## src/rtl/ccb_pkg.sv

```systemverilog
// Package for the canonical code table builder: port field widths, item kinds,
// status codes, controller states and the controller-to-datapath command types.
// No dependencies.
package ccb_pkg;

    // Fixed field widths of the stream items.
    localparam int unsigned FUNC_W      = 2;
    localparam int unsigned SYM_W       = 8;
    localparam int unsigned BITS_W      = 5;
    localparam int unsigned CODE_W      = 31;
    localparam int unsigned STAT_W      = 2;
    localparam int unsigned IN_TDATA_W  = 16;
    localparam int unsigned OUT_USED_W  = CODE_W + BITS_W + BITS_W + STAT_W;
    localparam int unsigned OUT_TDATA_W = 48;

    // Item kinds carried on the input tuser.
    typedef enum logic [FUNC_W-1:0] {
        FN_LOAD  = 2'd0,
        FN_BUILD = 2'd1,
        FN_READ  = 2'd2
    } t_ccb_func;

    // Build status reported with every result.
    typedef enum logic [STAT_W-1:0] {
        BS_OK       = 2'd0,
        BS_EMPTY    = 2'd1,
        BS_OVERFLOW = 2'd2
    } t_ccb_bstat;

    // Controller states.
    typedef enum logic [3:0] {
        ST_CLEAR,
        ST_IDLE,
        ST_READ,
        ST_COUNT,
        ST_CNT_END,
        ST_KRAFT,
        ST_CODES,
        ST_ASSIGN,
        ST_DONE
    } t_ccb_state;

    // Datapath sweep or walk performed in a cycle.
    typedef enum logic [2:0] {
        OP_NONE,
        OP_CLEAR,
        OP_COUNT,
        OP_KRAFT,
        OP_CODES,
        OP_ASSIGN
    } t_ccb_op;

    // Source loaded into the output register.
    typedef enum logic [1:0] {
        OUT_HOLD,
        OUT_PLAIN,
        OUT_READ,
        OUT_BUILD
    } t_ccb_out;

    typedef struct packed {
        t_ccb_op  op;
        logic     len_wr;      // store the length of a load item
        logic     rd_issue;    // look up the symbol of a read item
        logic     build_init;  // clear counts and walk registers
        t_ccb_out out_ctl;
    } t_ccb_cmd;

    typedef struct packed {
        logic addr_last;   // symbol sweep is at its final entry
        logic len_at_top;  // length walk is at the longest allowed length
        logic len_at_one;  // length walk is at length one
    } t_ccb_stat;

endpackage

```

## src/rtl/ccb_ctrl.sv

```systemverilog
// Controller of the canonical code table builder: item handshake, output valid
// and the state machine that sequences the build sweeps.
// Depends on ccb_pkg.
module ccb_ctrl
    import ccb_pkg::*;
(
    input  logic                  i_clk,
    input  logic                  i_rst_n,
    input  logic                  i_in_valid,
    input  logic [FUNC_W-1:0]     i_func,
    input  logic                  i_out_ready,
    input  t_ccb_stat             i_dp_stat,
    output logic                  o_in_ready,
    output logic                  o_out_valid,
    output t_ccb_cmd              o_cmd
);

    t_ccb_state r_state;
    t_ccb_state n_state;
    logic       r_out_valid;
    logic       n_out_valid;
    logic       accept;

    // An item enters only when idle and the output slot is free or draining.
    assign o_in_ready  = (r_state == ST_IDLE) && (!r_out_valid || i_out_ready);
    assign accept      = i_in_valid && o_in_ready;
    assign o_out_valid = r_out_valid;

    always_ff @(posedge i_clk) begin
        if (!i_rst_n) begin
            r_state     <= ST_CLEAR;
            r_out_valid <= 1'b0;
        end else begin
            r_state     <= n_state;
            r_out_valid <= n_out_valid;
        end
    end

    always_comb begin
        n_state = r_state;
        case (r_state)
            ST_CLEAR: begin
                if (i_dp_stat.addr_last) n_state = ST_IDLE;
            end
            ST_IDLE: begin
                if (accept) begin
                    case (t_ccb_func'(i_func))
                        FN_BUILD: n_state = ST_COUNT;
                        FN_READ:  n_state = ST_READ;
                        default:  n_state = ST_IDLE;
                    endcase
                end
            end
            ST_READ:    n_state = ST_IDLE;
            ST_COUNT: begin
                if (i_dp_stat.addr_last) n_state = ST_CNT_END;
            end
            ST_CNT_END: n_state = ST_KRAFT;
            ST_KRAFT: begin
                if (i_dp_stat.len_at_top) n_state = ST_CODES;
            end
            ST_CODES: begin
                if (i_dp_stat.len_at_one) n_state = ST_ASSIGN;
            end
            ST_ASSIGN: begin
                if (i_dp_stat.addr_last) n_state = ST_DONE;
            end
            ST_DONE:    n_state = ST_IDLE;
            default:    n_state = ST_IDLE;
        endcase
    end

    always_comb begin
        o_cmd = '{op: OP_NONE, len_wr: 1'b0, rd_issue: 1'b0, build_init: 1'b0,
                  out_ctl: OUT_HOLD};
        case (r_state)
            ST_CLEAR:  o_cmd.op = OP_CLEAR;
            ST_IDLE: begin
                if (accept) begin
                    case (t_ccb_func'(i_func))
                        FN_LOAD: begin
                            o_cmd.len_wr  = 1'b1;
                            o_cmd.out_ctl = OUT_PLAIN;
                        end
                        FN_BUILD: o_cmd.build_init = 1'b1;
                        FN_READ:  o_cmd.rd_issue   = 1'b1;
                        default:  o_cmd.out_ctl    = OUT_PLAIN;
                    endcase
                end
            end
            ST_READ:   o_cmd.out_ctl = OUT_READ;
            ST_COUNT:  o_cmd.op      = OP_COUNT;
            ST_KRAFT:  o_cmd.op      = OP_KRAFT;
            ST_CODES:  o_cmd.op      = OP_CODES;
            ST_ASSIGN: o_cmd.op      = OP_ASSIGN;
            ST_DONE:   o_cmd.out_ctl = OUT_BUILD;
            default:   o_cmd.op      = OP_NONE;
        endcase
    end

    always_comb begin
        if (o_cmd.out_ctl != OUT_HOLD) begin
            n_out_valid = 1'b1;
        end else begin
            n_out_valid = r_out_valid && !i_out_ready;
        end
    end

endmodule

```

## config.mk

```make
export PLATFORM = sky130hd
export DESIGN_NAME = ccb_ctrl
export DESIGN_NICKNAME = d
export VERILOG_FILES = /design/src/rtl/ccb_pkg.sv /design/src/rtl/ccb_ctrl.sv
export SDC_FILE = /design/constraint.sdc
export NUM_CORES = 1
export LEC_CHECK = 0
export ABC_AREA = 1
export BUFFER_PORTS_ARGS = -buffer_cell sky130_fd_sc_hd__buf_2
export CORE_AREA = 2 2 39 41
export DETAILED_ROUTE_END_ITERATION = 6
export DIE_AREA = 0 0 41 43
export PLACE_DENSITY = 0.64
export SYNTH_ARGS = -nofsm -noshare
export SYNTH_HDL_FRONTEND = slang
export SYNTH_SLANG_ARGS = --single-unit
```

## constraint.sdc

```tcl
create_clock -name i_clk -period 1.65 [get_ports i_clk]
set_input_delay 0.2475 -clock i_clk [delete_from_list [all_inputs] [get_ports i_clk]]
set_output_delay 0.2475 -clock i_clk [all_outputs]
set_load 0.005 [all_outputs]
```

# Yosys cells after proc, flatten, opt, wreduce, memory -nomap -nowiden
# Index checks and enable logic that the tools add are counted.
# classes
n_mux	17
n_mul	0
n_reduce_logical	11
order_cmp	0
bitwise	0
n_shift	0
eq_ne	16
n_addsub	0
div	0
# ops
cell	n
$pmux 4 s7	1
$mux 4	6
$eq 4x3->1 const B	4
$pmux 3 s5	1
$ne 2x2->1 const B	6
$eq 4x2->1 const B	2
$pmux 2 s3	1
$reduce_and 6->1	1
$mux 1	5
$mux 5	1
$eq 4x1->1 const B	1
$eq 4x4->1 const B	1
$logic_not 4->1	1
$pmux 2 s2	1
$logic_and 1x1->1	3
$mux 3	1
$eq 2x1->1 const B	1
$eq 2x2->1 const B	1
$logic_not 1->1	2
$logic_not 2->1	1
$reduce_bool 2->1	1
$reduce_or 2->1	1
$logic_or 1x1->1	1
# word_totals
ramBits	0
input_bits	9
rom_bits	0
register_bits	5
latch_bits	0
n_memories	0

# Logic depth before layout (Yosys ltp)
# logic_depth
depth_word	8
ltp_mapped	9
depth_no_buf	9

# Worst setup path before layout
# Ideal clock, no wire load.
# synth_timing
path_kind	register to output
start	reg r_state[1]
end	out o_cmd[0] (netlist name)
path_buffers	0
setup_slack_ns	0.512
arrival_ns	0.891
stages_incl_launch_ff	6
required_time_ns	1.402
cell_sequence	dfxtp_1 -> inv_2 -> nand2_1 -> nor2_1 -> nand3_1 -> o21ai_2
# synth_rtl
element	line	rtl
start, declared	ccb_ctrl.sv:18	t_ccb_state r_state;
start signal, assigned	ccb_ctrl.sv:34	r_state <= n_state;
end, declared	ccb_ctrl.sv:15	output t_ccb_cmd o_cmd

==> flow_summary.html <==
<table>
<tr><th>Metric</th><th>Value</th></tr>
<tr><th colspan="2">Yosys</th></tr>
<tr><td>Synthesis-stage register bit count</td><td>5</td></tr>
<tr><td>Ranking of synthesized cells by area</td><td>sky130_fd_sc_hd__dfxtp_1 (19%), sky130_fd_sc_hd__nand2_1 (12%), sky130_fd_sc_hd__nor2_1 (12%), sky130_fd_sc_hd__ha_1 (9.5%), sky130_fd_sc_hd__inv_1 (9.3%)</td></tr>
<tr><td>Number of nets in the synthesized netlist</td><td>102</td></tr>
<tr><td>Synth warn</td><td>0</td></tr>
<tr><td>Number of standard cells after synthesis</td><td>just under 90</td></tr>
<tr><td>Mean cell area of the mapped netlist</td><td>roughly 6 µm²</td></tr>
<tr><td>Post-synth design cell area</td><td>roughly 530 µm²</td></tr>
<tr><td>Share of the synthesized area in the top cell type</td><td>19.0%</td></tr>
<tr><td>Distinct cells, synth</td><td>19</td></tr>
<tr><td>Biggest area consumer among synthesized cells</td><td>sky130_fd_sc_hd__dfxtp_1</td></tr>
<tr><td>Proportion of synthesized chip area in sequential cells</td><td>about a fifth</td></tr>
<tr><th colspan="2">GRT</th></tr>
<tr><td>Wire length of the first global-routing pass</td><td>2000 µm</td></tr>
<tr><td>Grt total ovfl</td><td>0</td></tr>
<tr><td>Largest net degree at the start of global routing</td><td>8</td></tr>
<tr><td>Overall Global Routing Usage</td><td>~17%</td></tr>
<tr><td>Number of antenna violations at the first check in global routing</td><td>0</td></tr>
<tr><td>Number of global-route vias before repair</td><td>~530</td></tr>
<tr><th colspan="2">Detailed routing</th></tr>
<tr><td>Vias per cell</td><td>about 4.5</td></tr>
<tr><td>Final antenna-violating net count</td><td>0</td></tr>
<tr><td>Number of DRC violations after detailed-routing iteration 0</td><td>7</td></tr>
<tr><td>Routed wire per std cell</td><td>9.44 µm</td></tr>
<tr><td>Via count of the routed design</td><td>about 570</td></tr>
<tr><td>Total length of routed wires</td><td>1200 µm</td></tr>
<tr><td>First-pass iteration count of the detailed router</td><td>4</td></tr>
<tr><td>Number of DRC violations after detailed routing</td><td>0</td></tr>
<tr><th colspan="2">STA</th></tr>
<tr><td>Count of final hold-check violations</td><td>0</td></tr>
<tr><td>Final Max Tran Viols</td><td>0</td></tr>
<tr><td>Setup clock skew after layout</td><td>0.00553 ns</td></tr>
<tr><td>Worst rel slew slack</td><td>between 80% and 90%</td></tr>
<tr><td>Portion of the clock cycle consumed by the worst path in the final layout</td><td>between 90% and 100%</td></tr>
<tr><td>Max Clk Rate</td><td>666 MHz</td></tr>
<tr><td>Slew @ Worst Pin</td><td>between 0.2 and 0.25 ns</td></tr>
<tr><td>RSZ-0062 raised after global routing</td><td>no</td></tr>
<tr><td>Total negative slack for setup checks</td><td>0 ns</td></tr>
<tr><td>Final setup viols</td><td>0</td></tr>
<tr><td>Minimum period implied by the final worst setup slack</td><td>1.50 ns</td></tr>
<tr><th colspan="2">Critical path</th></tr>
<tr><td>Required time of the worst setup path</td><td>around 1.4 ns</td></tr>
<tr><td>Worst-path maximum fanout</td><td>5</td></tr>
<tr><td>Critical setup path kind</td><td>reg -&gt; out</td></tr>
<tr><td>Arrival time reported for the critical path endpoint</td><td>approximately 1.3 ns</td></tr>
<tr><td>Cells on worst reg2reg path</td><td>7</td></tr>
<tr><td>Endpoint of the lowest-slack register-to-register path</td><td>r_state[1]</td></tr>
<tr><td>Register-to-register setup slack</td><td>0.41 ns</td></tr>
<tr><td>Kind of start point of the critical path</td><td>flop</td></tr>
<tr><td>Critical Path Source</td><td>r_state[3]</td></tr>
<tr><td>Critical R2R Launch</td><td>r_state[3]</td></tr>
<tr><td>Critical Path Sink Type</td><td>output port</td></tr>
<tr><th colspan="2">Worst hold path</th></tr>
<tr><td>Number of stages on the worst hold path</td><td>3</td></tr>
<tr><td>Destination of the worst hold path</td><td>r_state[2]</td></tr>
<tr><td>Path type of the worst min-delay path</td><td>in -&gt; reg</td></tr>
<tr><td>Hold Crit Start</td><td>i_rst_n</td></tr>
<tr><th colspan="2">Clock network</th></tr>
<tr><td>TritonCTS clock tree</td><td>built</td></tr>
<tr><td>Clock net sink count</td><td>5</td></tr>
<tr><td>Clock buffer count from CTS</td><td>3</td></tr>
<tr><td>Maximum clock path buffer count</td><td>2</td></tr>
<tr><td>Root Buffer Master</td><td>sky130_fd_sc_hd__clkbuf_4</td></tr>
<tr><td>Clock H-tree levels</td><td>1</td></tr>
<tr><td>CTS clk-pin slew, worst paths</td><td>0.05 ns</td></tr>
<tr><td>Insertion delay of the later-clocked pin in the worst-skew pair</td><td>0.24 ns</td></tr>
<tr><td>Number of buffers inserted by hold repair at cts</td><td>0</td></tr>
<tr><th colspan="2">Finish</th></tr>
<tr><td>Layout fillers</td><td>around 160</td></tr>
<tr><td>Commonest non-fill, non-tap cell in the layout</td><td>sky130_fd_sc_hd__buf_2</td></tr>
<tr><td>Number of nets in the finished design</td><td>between 100 and 150</td></tr>
<tr><td>Number of diodes</td><td>0</td></tr>
<tr><td>Layout cell share with drive strength beyond 1</td><td>about a third</td></tr>
<tr><td>Commonest cells after routing, fill and taps aside</td><td>sky130_fd_sc_hd__buf_2 (18), sky130_fd_sc_hd__nand2_1 (17), sky130_fd_sc_hd__nor2_1 (16)</td></tr>
<tr><td>Area Growth Syn to Fin</td><td>27.9%</td></tr>
<tr><td>Post-Layout Inst Area</td><td>672 µm²</td></tr>
<tr><th colspan="2">Pwr</th></tr>
<tr><td>Ratio of total power to cell area</td><td>1560 mW/mm²</td></tr>
<tr><td>Leakage power</td><td>around 0.4 nW</td></tr>
<tr><td>Maximum vdd drop</td><td>approximately 0.00052 V</td></tr>
<tr><th colspan="2">Die</th></tr>
<tr><td>Die Footprint</td><td>~0.0018 mm²</td></tr>
<tr><td>Number of top-level design ports</td><td>19</td></tr>
<tr><td>Initial cell density of the core</td><td>a little under two fifths</td></tr>
<tr><td>Die Ht</td><td>43 µm</td></tr>
<tr><td>Die width</td><td>between 40 and 50 µm</td></tr>
<tr><td>Floorplan row count</td><td>14</td></tr>
<tr><td>Core Footprint</td><td>0.00138 mm²</td></tr>
<tr><th colspan="2">Run status</th></tr>
<tr><td>Outcome</td><td>complete, no violations</td></tr>
<tr><th colspan="2">Placed design</th></tr>
<tr><td>Final weighted congestion in routability-driven placement</td><td>~0.8</td></tr>
<tr><td>Placed standard-cell area</td><td>between 600 and 700 µm²</td></tr>
<tr><td>Placed wire-length estimate</td><td>1050 µm</td></tr>
<tr><td>Port buffer count</td><td>18</td></tr>
<tr><th colspan="2">Run</th></tr>
<tr><td>Count of max-cap constraint violations</td><td>0</td></tr>
</table>
[logic make-up after synthesis]
group,share of synthesized area [%]
flip-flops,19.0
adder cells (fa/ha/maj),9.52
AND/OR/NAND/NOR,47.9
buffers and inverters,15.0
AO/OA/AOI/OAI,8.57
[where the power goes]
group | leakage (nW) | total [W] | internal [W] | switching, W
sequential | 0.0417 | 0.000231 | 0.000171 | 0.0000598
clock | 0.0150 | 0.000142 | 0.0000915 | 0.0000505
combinational | 0.338 | 0.000675 | 0.000259 | 0.000417
total | 0.395 | 0.00105 | 0.000521 | 0.000527
[routing by layer]
metal | vias up | part of all wire [%] | global-route usage (%)
met5 | - | 0 | 0
met4 | 0 | 1.9 | 12.0
met3 | 4 | 5.7 | 4.71
met2 | 21 | 46 | 26.3
met1 | 234 | 46 | 20.3
li1 | 315 | - | -
[final cells by class]
type | instances | area, µm² | area share [%]
timing repair buffer | 18 | 90.1 | 13.4
tap | 16 | 20.0 | 2.98
multi-input combinational | 63 | 354 | 52.7
clock buffer | 4 | 26.3 | 3.91
sequential | 5 | 103 | 15.3
inverter | 21 | 78.8 | 11.7
[state kept, by name, summed over array words and instances, names as in the netlist]
name         flops
o_out_valid      1
r_state          4
[cells in the mapped netlist]
cell type / count
sky130_fd_sc_hd__o21ai_1: 1
sky130_fd_sc_hd__ha_1: 4
sky130_fd_sc_hd__o21ai_2: 1
sky130_fd_sc_hd__nand2_2: 2
sky130_fd_sc_hd__nand3b_1: 2
sky130_fd_sc_hd__nor2_4: 2
sky130_fd_sc_hd__a21oi_4: 1
sky130_fd_sc_hd__dfxtp_1: 5
sky130_fd_sc_hd__nand3_1: 9
sky130_fd_sc_hd__nand2_1: 17
sky130_fd_sc_hd__nor4_1: 1
sky130_fd_sc_hd__a21oi_1: 1
sky130_fd_sc_hd__clkinv_1: 3
sky130_fd_sc_hd__nor2_2: 2
sky130_fd_sc_hd__nand3_2: 1
sky130_fd_sc_hd__o21ai_0: 2
sky130_fd_sc_hd__inv_1: 13
sky130_fd_sc_hd__inv_2: 5
sky130_fd_sc_hd__nor2_1: 17
[critical path: stages, from the launching register on]
cell                      delay [ns]
sky130_fd_sc_hd__dfxtp_1        0.36
sky130_fd_sc_hd__inv_1          0.09
sky130_fd_sc_hd__nand2_1        0.06
sky130_fd_sc_hd__nor2_2         0.12
sky130_fd_sc_hd__nand3_2        0.11
sky130_fd_sc_hd__o21ai_2        0.14
sky130_fd_sc_hd__buf_2          0.13
[worst max-delay path by stage]
stage | end | cells past startpoint
4_1_cts | o_cmd[0] | 5
6_report | o_cmd[0] | 6
2_1_floorplan | o_cmd[0] | 5
5_1_grt | o_cmd[0] | 6
3_5_place_dp | o_cmd[0] | 5
3_3_place_gp | o_cmd[0] | 6
[per-stage QoR]
step	hold WS [ns]	util (%)	total power (W)	setup WS, ns	instances
2_1_floorplan	0.353	-	0.000712	0.512	89
3_3_place_gp	0.520	45.9	0.000889	0.345	123
3_5_place_dp	0.519	45.9	0.000893	0.303	123
4_1_cts	0.261	47.8	0.00104	0.0389	127
5_1_grt	0.264	48.6	0.00118	0.0133	127
6_report	0.267	48.6	0.00105	0.149	127
[repair_timing]
item,CTS,global route
gates resized for setup,0,4
buffers inserted,0,0
endpoints found under the setup margin,0,4
Note: power is estimated with default switching activity, not from simulation.
